--- src/sv/b64u_pkg.sv ---
`timescale 1ns / 1ps
// Shared types and codes for the base64url decoder.
// No dependencies.
package b64u_pkg;

   localparam int ChWidth     = 8;
   localparam int SextetWidth = 6;
   localparam int AccWidth    = 12;
   localparam int CountWidth  = 3;
   localparam int ByteWidth   = 8;

   localparam logic OP_CHAR = 1'b0;
   localparam logic OP_END  = 1'b1;

   localparam logic KIND_DATA   = 1'b0;
   localparam logic KIND_STATUS = 1'b1;

   typedef enum logic [1:0] {
      ST_OK         = 2'd0,
      ST_INVALID    = 2'd1,
      ST_DANGLING   = 2'd2,
      ST_NONZERO_PAD = 2'd3
   } status_type;

   typedef enum logic [1:0] {
      CC_SEXTET,
      CC_SPACE,
      CC_EQUALS,
      CC_INVALID
   } char_class_type;

   typedef struct packed {
      char_class_type           cls;
      logic [SextetWidth-1:0]   sextet;
   } char_info_type;

endpackage

--- src/sv/b64u_req_if.sv ---
`timescale 1ns / 1ps
// Input channel: one character or end-of-string word per handshake.
// No dependencies.
interface b64u_req_if;
   logic       valid;
   logic       ready;
   logic       op;
   logic [7:0] ch;

   modport source (output valid, output op, output ch, input ready);
   modport sink   (input valid, input op, input ch, output ready);
endinterface

--- src/sv/b64u_rsp_if.sv ---
`timescale 1ns / 1ps
// Result channel: a decoded byte or the final status of a string.
// No dependencies.
interface b64u_rsp_if;
   logic       valid;
   logic       ready;
   logic       kind;
   logic [7:0] data_byte;
   logic [1:0] status;
   logic       last;

   modport source (output valid, output kind, output data_byte, output status,
                   output last, input ready);
   modport sink   (input valid, input kind, input data_byte, input status,
                   input last, output ready);
endinterface

--- src/sv/base64url_strict_decoder.sv ---
`timescale 1ns / 1ps
// Path: a word is held in the input register, then its result in the result register.
// Throughput: one word per cycle; the input register advances whenever the
// result register is free or the word yields no result.
// Reset: synchronous, clears accumulator, bit count, stop and error flags
// and both valid bits. Depends on b64u_pkg, b64u_req_if, b64u_rsp_if,
// b64u_char_class.
module base64url_strict_decoder (
   input  logic         clock,
   input  logic         reset,
   b64u_req_if.sink     req_if,
   b64u_rsp_if.source   rsp_if
);
   import b64u_pkg::*;

   // input register
   logic                  s1_valid_ff, s1_valid_in;
   logic                  s1_op_ff;
   logic [ChWidth-1:0]    s1_ch_ff;

   // decoder state
   logic [AccWidth-1:0]   acc_ff, acc_in;
   logic [CountWidth-1:0] cnt_ff, cnt_in;
   logic                  stopped_ff, stopped_in;
   logic                  bad_ff, bad_in;

   // result register
   logic                  rsp_valid_ff, rsp_valid_in;
   logic                  kind_ff, kind_in;
   logic [ByteWidth-1:0]  byte_ff, byte_in;
   status_type            status_ff, status_in;
   logic                  last_ff, last_in;

   char_info_type         info;
   logic                  produce;
   logic                  out_free;
   logic                  s1_fire;
   logic                  req_fire;
   logic [CountWidth:0]   sum;
   logic [AccWidth-1:0]   acc_shift;

   b64u_char_class u_class (
      .ch   (s1_ch_ff),
      .info (info)
   );

   assign sum       = {1'b0, cnt_ff} + (CountWidth+1)'(SextetWidth);
   assign acc_shift = {acc_ff[AccWidth-SextetWidth-1:0], info.sextet};

   always_comb begin
      produce    = 1'b0;
      acc_in     = acc_ff;
      cnt_in     = cnt_ff;
      stopped_in = stopped_ff;
      bad_in     = bad_ff;
      kind_in    = KIND_DATA;
      byte_in    = '0;
      status_in  = ST_OK;
      last_in    = 1'b0;
      if (s1_op_ff == OP_END) begin
         produce = 1'b1;
         kind_in = KIND_STATUS;
         last_in = 1'b1;
         if (bad_ff) begin
            status_in = ST_INVALID;
         end else if (cnt_ff >= CountWidth'(6)) begin
            status_in = ST_DANGLING;
         end else begin
            case (cnt_ff)
               3'd2:    status_in = (acc_ff[1:0] != '0) ? ST_NONZERO_PAD : ST_OK;
               3'd4:    status_in = (acc_ff[3:0] != '0) ? ST_NONZERO_PAD : ST_OK;
               default: status_in = ST_OK;
            endcase
         end
         acc_in     = '0;
         cnt_in     = '0;
         stopped_in = 1'b0;
         bad_in     = 1'b0;
      end else if (!stopped_ff && !bad_ff) begin
         unique case (info.cls)
            CC_EQUALS:  stopped_in = 1'b1;
            CC_INVALID: bad_in     = 1'b1;
            CC_SPACE:   ;
            CC_SEXTET: begin
               acc_in = acc_shift;
               if (sum >= (CountWidth+1)'(8)) begin
                  produce = 1'b1;
                  cnt_in  = CountWidth'(sum - (CountWidth+1)'(8));
                  case (cnt_in)
                     3'd2:    byte_in = acc_shift[9:2];
                     3'd4:    byte_in = acc_shift[11:4];
                     default: byte_in = acc_shift[7:0];
                  endcase
               end else begin
                  cnt_in = sum[CountWidth-1:0];
               end
            end
            default: ;
         endcase
      end
   end

   assign out_free      = !rsp_valid_ff || rsp_if.ready;
   assign s1_fire       = s1_valid_ff && (out_free || !produce);
   assign req_if.ready  = !s1_valid_ff || s1_fire;
   assign req_fire      = req_if.valid && req_if.ready;
   assign s1_valid_in   = req_fire ? 1'b1 : (s1_fire ? 1'b0 : s1_valid_ff);
   assign rsp_valid_in  = (s1_fire && produce) ? 1'b1
                        : (rsp_if.ready ? 1'b0 : rsp_valid_ff);

   always_ff @(posedge clock) begin
      if (reset) begin
         s1_valid_ff  <= 1'b0;
         rsp_valid_ff <= 1'b0;
         acc_ff       <= '0;
         cnt_ff       <= '0;
         stopped_ff   <= 1'b0;
         bad_ff       <= 1'b0;
      end else begin
         s1_valid_ff  <= s1_valid_in;
         rsp_valid_ff <= rsp_valid_in;
         if (s1_fire) begin
            acc_ff     <= acc_in;
            cnt_ff     <= cnt_in;
            stopped_ff <= stopped_in;
            bad_ff     <= bad_in;
         end
      end
   end

   always_ff @(posedge clock) begin
      if (req_fire) begin
         s1_op_ff <= req_if.op;
         s1_ch_ff <= req_if.ch;
      end
      if (s1_fire && produce) begin
         kind_ff   <= kind_in;
         byte_ff   <= byte_in;
         status_ff <= status_in;
         last_ff   <= last_in;
      end
   end

   assign rsp_if.valid     = rsp_valid_ff;
   assign rsp_if.kind      = kind_ff;
   assign rsp_if.data_byte = byte_ff;
   assign rsp_if.status    = status_ff;
   assign rsp_if.last      = last_ff;

endmodule

--- src/sv/b64u_char_class.sv ---
`timescale 1ns / 1ps
// Character classifier: maps a code to its class and 6-bit alphabet value.
// Depends on b64u_pkg.
module b64u_char_class (
   input  logic [b64u_pkg::ChWidth-1:0] ch,
   output b64u_pkg::char_info_type      info
);
   import b64u_pkg::*;

   logic [ChWidth-1:0] val;

   always_comb begin
      val      = '0;
      info.cls = CC_INVALID;
      unique case (ch) inside
         [8'h41:8'h5A]: begin   // A-Z
            info.cls = CC_SEXTET;
            val      = ch - 8'd65;
         end
         [8'h61:8'h7A]: begin   // a-z
            info.cls = CC_SEXTET;
            val      = ch - 8'd71;
         end
         [8'h30:8'h39]: begin   // 0-9
            info.cls = CC_SEXTET;
            val      = ch + 8'd4;
         end
         8'h2D: begin           // '-'
            info.cls = CC_SEXTET;
            val      = 8'd62;
         end
         8'h5F: begin           // '_'
            info.cls = CC_SEXTET;
            val      = 8'd63;
         end
         8'h3D: begin
            info.cls = CC_EQUALS;
         end
         8'h20, 8'h09, 8'h0D, 8'h0A: begin
            info.cls = CC_SPACE;
         end
         default: begin
            info.cls = CC_INVALID;
         end
      endcase
      info.sextet = val[SextetWidth-1:0];
   end

endmodule

--- src/flat_wrapper.sv ---
// flat-port wrapper written by rule: the top's interface ports become plain ports
module base64url_strict_decoder_flat import b64u_pkg::*;
  (clock, reset, req_if_valid, req_if_op, req_if_ch, req_if_ready, rsp_if_valid, rsp_if_kind, rsp_if_data_byte, rsp_if_status, rsp_if_last, rsp_if_ready);
  b64u_req_if req_if_i ();
  b64u_rsp_if rsp_if_i ();
  input  logic clock;
  input  logic reset;
  input wire logic [$bits(req_if_i.valid)-1:0] req_if_valid;
  input wire logic [$bits(req_if_i.op)-1:0] req_if_op;
  input wire logic [$bits(req_if_i.ch)-1:0] req_if_ch;
  output wire logic [$bits(req_if_i.ready)-1:0] req_if_ready;
  output wire logic [$bits(rsp_if_i.valid)-1:0] rsp_if_valid;
  output wire logic [$bits(rsp_if_i.kind)-1:0] rsp_if_kind;
  output wire logic [$bits(rsp_if_i.data_byte)-1:0] rsp_if_data_byte;
  output wire logic [$bits(rsp_if_i.status)-1:0] rsp_if_status;
  output wire logic [$bits(rsp_if_i.last)-1:0] rsp_if_last;
  input wire logic [$bits(rsp_if_i.ready)-1:0] rsp_if_ready;
  assign req_if_i.valid = req_if_valid;
  assign req_if_i.op = req_if_op;
  assign req_if_i.ch = req_if_ch;
  assign req_if_ready = req_if_i.ready;
  assign rsp_if_valid = rsp_if_i.valid;
  assign rsp_if_kind = rsp_if_i.kind;
  assign rsp_if_data_byte = rsp_if_i.data_byte;
  assign rsp_if_status = rsp_if_i.status;
  assign rsp_if_last = rsp_if_i.last;
  assign rsp_if_i.ready = rsp_if_ready;
  base64url_strict_decoder u_core (.clock(clock), .reset(reset), .req_if(req_if_i), .rsp_if(rsp_if_i));
endmodule
--- config.mk ---
export PLATFORM = sky130hd
export DESIGN_NAME = base64url_strict_decoder_flat
export DESIGN_NICKNAME = d
export VERILOG_FILES = /design/src/sv/b64u_pkg.sv /design/src/sv/b64u_req_if.sv /design/src/sv/b64u_rsp_if.sv /design/src/sv/base64url_strict_decoder.sv /design/src/sv/b64u_char_class.sv /design/src/flat_wrapper.sv
export SDC_FILE = /design/constraint.sdc
export NUM_CORES = 1
export LEC_CHECK = 0
export ABC_AREA = 1
export BUFFER_PORTS_ARGS = -buffer_cell sky130_fd_sc_hd__buf_2
export CORE_MARGIN = 5
export CORE_UTILIZATION = 35
export DETAILED_ROUTE_END_ITERATION = 8
export PLACE_DENSITY_LB_ADDON = 0.08
export SYNTH_ARGS = -nofsm -noshare
export SYNTH_HDL_FRONTEND = slang
export SYNTH_SLANG_ARGS = --single-unit
--- constraint.sdc ---
create_clock -name clock -period 3.2 [get_ports clock]
set_clock_uncertainty 0.2 [all_clocks]
set_input_delay 0.16 -clock clock [delete_from_list [all_inputs] [get_ports clock]]
set_output_delay 0.16 -clock clock [all_outputs]
set_load 0.01 [all_outputs]
### Word level (Yosys, flattened, before mapping)

Index checks and enable logic that the tools add are counted.

* bits in registers: 33
* logic and storage cells: 103
* input bits: 13

* muxes and demuxes: 30
* equality and inequality tests: 13
* bitwise gates (word level): 4
* reductions and logical operators: 31
* add/subtract/negate cells: 5
* order comparisons: 8

Operators by type and width (number)
* 6-bit one-hot mux with 5 select lines: 1
* 8-bit by 4-bit equality test with 1-bit output (second input constant): 3
* 8-bit by 6-bit equality test with 1-bit output (second input constant): 3
* 6-bit two-way mux: 3
* 8-bit by 7-bit >= comparator with 1-bit output (second input constant): 2
* 8-bit by 7-bit <= comparator with 1-bit output (second input constant): 2
* 1-bit two-way mux: 16
* 8-bit one-hot mux with 2 select lines: 1
* 2-bit nonzero test: 7
* 3-bit two-way mux: 4
* 3-bit AND reduction: 3
* 8-bit by 7-bit equality test with 1-bit output (second input constant): 1
* 8-bit by 6-bit >= comparator with 1-bit output (second input constant): 1
* 8-bit by 6-bit <= comparator with 1-bit output (second input constant): 1
* 4-bit OR reduction: 2
* 1-bit logical AND: 7
* 6-bit by 3-bit adder with 6-bit output (second input constant): 1
* 3-bit by 2-bit equality test with 1-bit output (second input constant): 2
* 3-bit equality test (second input constant): 2
* 2-bit two-way mux: 3
* 2-bit one-hot mux with 3 select lines: 1
* 6-bit by 1-bit subtractor with 6-bit output (second input constant): 1
* 6-bit by 3-bit subtractor with 6-bit output (second input constant): 1
* 1-bit zero test: 5
* other kinds (12): 18

### Logic depth before layout (Yosys ltp)

Gate-level depths: netlist of the first run.

* word-level depth: 14
* depth in mapped cells: 19
* depth with buffers taken out: 18

### By module

A second synthesis of the first run with hierarchy kept.

* cell total of the unflattened synthesis: 301
* area, all modules: 2299.7 um2

By module, submodules not included
* base64url_strict_decoder: instances 1, sequential area each 840.8 um2, area each 1655.3 um2, cells each 191
* b64u_char_class: instances 1, sequential area each 0.0 um2, area each 644.4 um2, cells each 110

### Least setup slack after synthesis of the first run

Ideal clock, no wire load.

* path kind: register to register
* from: reg u_core.s1_ch_ff[2]
* to: reg u_core.byte_ff[0] (netlist: u_core.rsp_if.data_byte[0]) (data pin)
* data required time: 2745 ps
* data arrival time: 2349 ps
* setup slack: 396 ps
* path buffers: 0
* stages on the path, launching flop included: 18
* library setup time: 255 ps
* cells stage by stage: edfxtp_1 > inv_1 > ha_1 > a21oi_1 > nor2_1 > nand2_1 > nand3_2 > inv_1 > fa_1 > or2_2 > nand2_1 > xor2_1 > nand2_1 > nand2_1 > inv_1 > o21ai_0 > o21ai_0 > inv_1

* cells in the longest elaborated chain, start to end: 7
* elaborated cells on any way between the ends: 27

Ends and longest elaborated chain
* start, declared: RTL line base64url_strict_decoder.sv:19 `logic [ChWidth-1:0] s1_ch_ff;`
* start signal, assigned: RTL line base64url_strict_decoder.sv:134 `s1_ch_ff <= req_if.ch;`
* 8-bit by 7-bit >= comparator with 1-bit output (no source line) (tied with other cells)
* 1-bit logical AND (no source line)
* 5-bit OR reduction (no source line)
* 2-bit one-hot mux with 3 select lines: RTL line b64u_char_class.sv:15 `unique case (ch) inside`
* 2-bit zero test: RTL line base64url_strict_decoder.sv:80 `unique case (info.cls)`
* 1-bit inverter (no source line)
* 4-bit OR reduction (no source line)
* end signal, assigned: RTL line base64url_strict_decoder.sv:138 `byte_ff <= byte_in;`
* end, declared: RTL line base64url_strict_decoder.sv:30 `logic [ByteWidth-1:0] byte_ff, byte_in;`

Several ways; a longest one is shown, not always the timed one.
A chain may end at the register's enable or synchronous reset.

### Final worst setup path of the first run

Ends and elaborated chain as after synthesis.

==> flow_metrics.py, run 1 <==
metrics = {
    "power_and_ir_drop": {
        "p_per_area_mw_per_mm2": 406,
        "peakVddDrop_mv": 0.229,
        "p_leak_nw": 1.19,
    },
    "cts": {
        "cts-root-buf": "clkbuf_8",
        "htree_levels": 2,
        "numCtsBuffers": 5,
        "clock_latency_ns": 0.29,
        "clk_pin_slew_ns": 0.07,
        "clockBufferDepth": 2,
        "clock_sinks": 32,
        "cts_tree": "yes",
    },
    "worst_hold_path": {
        "hold_class": "in -> reg",
        "min-delay-start": "rsp_if_ready",
    },
    "critical_path": {
        "worst_ep_arrival_time_ns": 2.88,
        "startpoint_type": "flip-flop",
        "reg2reg_slack_ns": 0.28,
        "criticalPathCategory": "reg -> reg",
        "r2r_start": "u_core.s1_ch_ff[2]",
        "critPathLaunch": "u_core.s1_ch_ff[2]",
        "worst_setup_path_end_kind": "flip-flop",
        "critPathCapture": "u_core.rsp_if.data_byte[0]",
        "reg2reg_to": "u_core.rsp_if.data_byte[0]",
        "crit_required_ns": 3.16,
        "rr_worst_depth": 17,
        "critPathMaxFanout": 5,
    },
    "route": {
        "drtAntennaViolNets": 0,
        "routed_via_density": 4.75,
        "vias": 1898,
        "finalWirelength_mm": 5.13,
        "drt-initial-drc-count": 76,
        "wire_per_inst_um": 12.8,
        "drcViolationCount": 0,
        "drtPass1Iterations": 4,
    },
    "timing": {
        "drv_slew": 0,
        "timing.fmax_ghz": 0.343,
        "hold_viol_final": 0,
        "finalSetupViolCount": 0,
        "maxSlewHeadroom_pct": 65.5,
        "final.period_utilization_pct": 91.2,
        "fin_setup_tns_ns": 0,
        "worst_pin_slew_ns": 0.517,
        "fin_crit_ns": 2.92,
    },
    "final_layout": {
        "fin_nets": 347,
        "design_area_mm2": 0.00269,
        "instances_no_fill": 400,
        "layout-drive-gt1-share_pct": 25.1,
        "antennaDiodeCount": 0,
        "syn_to_final_growth_pct": 21.2,
    },
    "synthesis": {
        "synth_fa_ha_area_share_pct": 7.10,
        "synth_mux_area_share_pct": 0,
        "synth_seq_cells": 32,
        "synth_top_area_share_pct": 27.1,
        "synth-simple-area-share_pct": 33.4,
        "yosysMostFrequentCell": "nand2_1",
        "synth_compound_area_share_pct": 9.98,
        "dominantRegCellSynth": "edfxtp_1",
        "yosys-top-cells-count": "67 x nand2_1, 35 x inv_1, 25 x nor2_1",
        "syn_area_mm2": 0.00222,
        "yosys.area.top_type": "edfxtp_1",
        "synth_warnings": 0,
        "synth_cells": 282,
        "synth_xor_xnor_area_share_pct": 1.58,
        "syn_nets": 307,
        "synth_top_family_by_area": "simple AND/OR/NAND/NOR gates",
        "syn_avg_cell_area_um2": 7.87,
        "synth_edf_count": 20,
        "ys_types": 32,
        "ys_seq_area_share_pct": 37.9,
        "async_reset_ff_share_pct": 0,
        "synth_area_leaders": "edfxtp_1 27%, nand2_1 11%, dfxtp_1 11%",
    },
    "floorplanning": {
        "dieArea_mm2": 0.00803,
        "die_x_um": 89.6,
        "rows": 29,
        "ios": 27,
        "die_h_um": 89.6,
        "start_util_pct": 35.6,
        "core-area_mm2": 0.00624,
    },
    "global_route": {
        "grt_first_pass_wirelength_mm": 8.71,
        "gr-total-overflow": 0,
        "grt_max_degree": 15,
        "antenna_found_initial": 0,
        "gr-usage-all-layers_pct": 14.1,
        "grt_pass1_vias": 1848,
    },
    "placed_design": {
        "dp_cells": 377,
        "finalWeightedCongestion": 0.796,
        "postPlaceCellArea_mm2": 0.00239,
        "post-dp-hpwl_mm": 3.93,
        "io_buffers": 26,
    },
    "flow_run": {
        "maxCapViolCount": 0,
    },
    "run_status": {
        "outcome": "finished, final reports clean",
    },
}
-- placed cells by master, fill, tap and decap left out, drive strengths merged --
master,synthesis,final
clkinv,2,3
or2,2,2
clkbuf,2,6
xor2,4,4
ha,11,11
nor2,38,38
nand2,73,73
dlygate4sd3,0,11
dfxtp,12,12
nand4,10,10
a211oi,3,3
nor3,1,1
o21ai,11,11
bufinv,0,1
buf,6,30
inv,41,41
fa,1,1
a221oi,4,4
a21oi,17,17
nand3,22,22
o22ai,2,2
edfxtp,20,20
-- routing by layer --
metal | GRT usage, % | part of all wire [%] | vias to the layer above
met3 | 3.28 | 6.2 | 11
met4 | 5.01 | 1.9 | 0
met1 | 19.2 | 49 | 827
met2 | 21.8 | 43 | 56
li1 | - | - | 1004
met5 | 0 | 0 | -
-- worst min path at each step --
| stage | end | depth (start not counted) |
|---|---|---|
| floorplan | u_core.s1_valid_ff | 1 |
| global placement | u_core.s1_ch_ff[0] | 1 |
| detailed placement | u_core.s1_op_ff | 1 |
| CTS | u_core.rsp_if.valid | 4 |
| global route | u_core.rsp_if.valid | 4 |
| finish | u_core.rsp_if.valid | 4 |
-- per-stage QoR --
| step | setup WS (ns) | util, % | hold slack (ns) | total power [mW] |
|---|---|---|---|---|
| floorplan | 0.396 | - | 0.0291 | 0.627 |
| global placement | 0.206 | 38.3 | 0.136 | 0.674 |
| detailed placement | 0.146 | 38.3 | 0.138 | 0.673 |
| CTS | 0.135 | 41.9 | 0.0186 | 1.09 |
| global route | -0.00971 | 43.1 | 0.0697 | 1.15 |
| finish | 0.281 | 43.1 | 0.0258 | 1.09 |
-- worst max-delay path: stages, from the launching register on --
cell,delay (ns)
edfxtp_1,0.45
inv_2,0.13
ha_4,0.16
a21oi_1,0.06
nor2_1,0.10
nand2_1,0.09
nand3_4,0.13
inv_1,0.06
fa_1,0.37
or2_2,0.31
nand2_1,0.08
xor2_1,0.14
nand2_1,0.08
nand2_2,0.10
inv_2,0.05
o21ai_0,0.14
o21ai_1,0.07
inv_1,0.06
-- state kept, by name, summed over array words and instances, names as in the netlist, 2 cells and up --
signal / cells
u_core.rsp_if.status: 2
u_core.acc_ff: 6
u_core.cnt_ff: 2
u_core.rsp_if.data_byte: 8
u_core.s1_ch_ff: 8
-- final cells by class --
class / instances / area [um2]
sequential: 32 / 841
clock inverter: 2 / 33.8
clock buffer: 6 / 82.6
inverter: 43 / 164
fill: 654 / 3550
timing repair buffer: 41 / 270
multi-input combinational: 199 / 1200
tap: 77 / 96.3
-- repair_timing --
item	4_1_cts	5_1_grt
endpoints found under the hold margin	11	0
gates resized for setup	0	12
hold buffers	11	0
setup buffers	0	4
setup endpoints to repair	0	9
-- where the power goes --
part	switching, mW	total, mW	leakage [nW]	internal [mW]
clock	0.155	0.406	0.0588	0.251
combinational	0.122	0.199	0.847	0.0775
sequential	0.0256	0.487	0.282	0.461
-- cell families (layout without fill, tap and decap cells) --
logic type / Yosys count / count (layout)
AO/OA/AOI/OAI: 37 / 37
XOR/XNOR: 4 / 4
adder cells (fa/ha/maj): 12 / 12
buffers and inverters: 51 / 92
flip-flops: 32 / 32
AND/OR/NAND/NOR: 146 / 146
Note: power is estimated with default switching activity, not from simulation.
==> inputs of run 2 (changes only) <==
--- a/config.mk
+++ b/config.mk
@@ -5,7 +5,6 @@
 export SDC_FILE = /design/constraint.sdc
 export NUM_CORES = 1
 export LEC_CHECK = 0
-export ABC_AREA = 1
 export BUFFER_PORTS_ARGS = -buffer_cell sky130_fd_sc_hd__buf_2
 export CORE_MARGIN = 5
 export CORE_UTILIZATION = 35
==> run 2 against run 1 <==
Effect of this change:
- flip-flop and latch count did not move
- via count fell by 2.2%
- total power fell by 9.2%
- hold slack improved by 0.010 ns
- final cell count fell by 15%
==> flow_metrics.py, run 2 <==
metrics = {
    "synthesis": {
        "async_reset_ff_share_pct": 0,
        "ys_types": 58,
        "synth_warnings": 0,
        "synth_cells": 205,
        "yosys.area.top_type": "edfxtp_1",
        "synth_seq_cells": 32,
        "syn_nets": 230,
        "synth-simple-area-share_pct": 21.6,
        "synth_xor_xnor_area_share_pct": 0.865,
        "yosys-top-cells-count": "20 x edfxtp_1, 19 x nor2_1, 12 x dfxtp_1",
        "synth_top_family_by_area": "compound AO/OA/AOI/OAI gates",
        "synth_compound_area_share_pct": 22.5,
        "synth_edf_count": 20,
        "ys_seq_area_share_pct": 41.5,
        "synth_top_area_share_pct": 29.7,
        "syn_area_mm2": 0.00202,
        "dominantRegCellSynth": "edfxtp_1",
        "yosysMostFrequentCell": "edfxtp_1",
        "syn_avg_cell_area_um2": 9.88,
        "synth_fa_ha_area_share_pct": 7.79,
        "synth_mux_area_share_pct": 0.494,
        "synth_area_leaders": "edfxtp_1 30%, dfxtp_1 12%, ha_1 6.8%",
    },
    "floorplanning": {
        "die_x_um": 86.1,
        "rows": 27,
        "ios": 27,
        "core-area_mm2": 0.00557,
        "dieArea_mm2": 0.00741,
        "die_h_um": 86.1,
        "start_util_pct": 36.3,
    },
    "timing": {
        "fin_crit_ns": 3.08,
        "worst_slack_ns": 0.124,
        "hold_viol_final": 0,
        "fin_setup_tns_ns": 0,
        "worst_pin_slew_ns": 0.558,
        "timing.fmax_ghz": 0.325,
        "final.period_utilization_pct": 96.1,
        "drv_slew": 0,
        "maxSlewHeadroom_pct": 62.6,
        "finalSetupViolCount": 0,
        "hold-worst-slack_ns": 0.0358,
    },
    "cts": {
        "cts_tree": "yes",
        "clk_pin_slew_ns": 0.07,
        "cts_setup_buffers": 0,
        "clockBufferDepth": 2,
        "clock_sinks": 32,
        "numCtsBuffers": 5,
        "htree_levels": 2,
        "cts-root-buf": "clkbuf_8",
        "clock_latency_ns": 0.29,
    },
    "global_route": {
        "grt_first_pass_wirelength_mm": 8.69,
        "grt_max_degree": 15,
        "antenna_found_initial": 0,
        "grt_pass1_vias": 1757,
        "gr-total-overflow": 0,
        "gr-usage-all-layers_pct": 14.8,
    },
    "power_and_ir_drop": {
        "finalPower_mw": 0.992,
        "p_leak_nw": 1.03,
        "p_per_area_mw_per_mm2": 365,
        "peakVddDrop_mv": 0.183,
    },
    "critical_path": {
        "crit_required_ns": 3.04,
        "criticalPathCategory": "reg -> reg",
        "critPathMaxFanout": 3,
        "rr_worst_depth": 12,
        "startpoint_type": "flip-flop",
        "r2r_start": "u_core.s1_ch_ff[2]",
        "worst_setup_path_end_kind": "flip-flop",
        "reg2reg_to": "u_core.rsp_if.data_byte[1]",
        "reg2reg_slack_ns": 0.12,
        "worst_ep_arrival_time_ns": 2.91,
    },
    "placed_design": {
        "post-place-ws_ns": -0.0931,
        "finalWeightedCongestion": 0.906,
        "postPlaceCellArea_mm2": 0.00242,
        "post-dp-hpwl_mm": 4.04,
        "io_buffers": 26,
    },
    "worst_hold_path": {
        "min-delay-start": "rsp_if_ready",
        "hold_depth": 3,
        "hold_end": "u_core.rsp_if.valid",
        "hold_class": "in -> reg",
    },
    "run_status": {
        "outcome": "finished, final reports clean",
    },
    "final_layout": {
        "layout_commonest_cell": "buf_4",
        "syn_to_final_growth_pct": 34.4,
        "design_area_mm2": 0.00272,
        "antennaDiodeCount": 0,
        "final_cell_mix": "31 x buf_4, 26 x buf_2, 20 x edfxtp_1, 19 x nor2_1, 12 x dfxtp_1",
        "fin_nets": 293,
        "layout-drive-gt1-share_pct": 32.7,
    },
    "route": {
        "drcViolationCount": 0,
        "drt-initial-drc-count": 93,
        "finalWirelength_mm": 5.32,
        "drtPass1Iterations": 4,
        "routed_via_density": 5.44,
        "wire_per_inst_um": 15.6,
        "drtAntennaViolNets": 0,
        "vias": 1856,
    },
    "flow_run": {
        "maxCapViolCount": 0,
    },
}
-- run 2: worst max path at each step --
stage | start | cells past startpoint | to
after floorplan | u_core.s1_ch_ff[3] | 12 | u_core.rsp_if.data_byte[1]
after global placement | u_core.s1_ch_ff[3] | 14 | u_core.rsp_if.data_byte[2]
after detailed placement | u_core.s1_ch_ff[2] | 12 | u_core.rsp_if.data_byte[1]
after CTS | u_core.s1_ch_ff[2] | 12 | u_core.rsp_if.data_byte[1]
after global routing | u_core.s1_ch_ff[2] | 14 | u_core.rsp_if.data_byte[2]
final | u_core.s1_ch_ff[2] | 12 | u_core.rsp_if.data_byte[1]
-- run 2: repair_timing --
action,CTS,global route
hold buffers,11,0
setup endpoints to repair,4,7
endpoints found under the hold margin,12,0
resized for setup,5,13
pin swaps,1,6
-- run 2: critical path, cell delays in order (launching register included) --
cell and delay, ns:
edfxtp_1 0.41, buf_4 0.16, ha_1 0.20, a21o_1 0.18, nand3_2 0.11, nand3_4 0.11, ha_4 0.24, a21o_1 0.19
a2111oi_4 0.31, nand4b_1 0.16, nand4_1 0.18, a221oi_2 0.29, nor3_1 0.08
-- run 2: kinds of logic (layout without fill, tap and decap cells) --
family | count (synthesis) | after routing
mux | 1 | 1
compound gates | 61 | 61
xor+xnor | 2 | 2
simple gates | 74 | 74
buf+inv | 23 | 87
flops | 32 | 32
fa+ha+maj | 12 | 12
-- run 2: metrics by stage --
stage | utilization (%) | std cells
after detailed placement | 43.5 | 322
after CTS | 47.5 | 341
final | 48.8 | 341
after global placement | 43.5 | 322
after global routing | 48.8 | 341
after floorplan | - | 205
-- run 2: area by class of cell --
class / count / area, um2
clock buffer: 7 / 86.3
inverter: 11 / 41.3
sequential: 32 / 841
tap: 72 / 90.1
clock inverter: 1 / 6.26
fill: 547 / 2850
timing repair buffer: 68 / 473
multi-input combinational: 150 / 1180
-- run 2: routing by layer --
metal	vias to the layer above	wire [um]	GRT usage [%]	part of all wire, %
li1	920	-	-	-
met1	880	2460	19.3	46
met2	48	2490	24.1	47
met3	8	290	3.55	5.5
met4	0	71	4.60	1.3
met5	-	0	0	0
-- run 2: power breakdown --
group	switching, mW	internal [mW]
logic	0.0993	0.0908
clock network	0.159	0.175
registers	0.0141	0.453
total	0.273	0.719
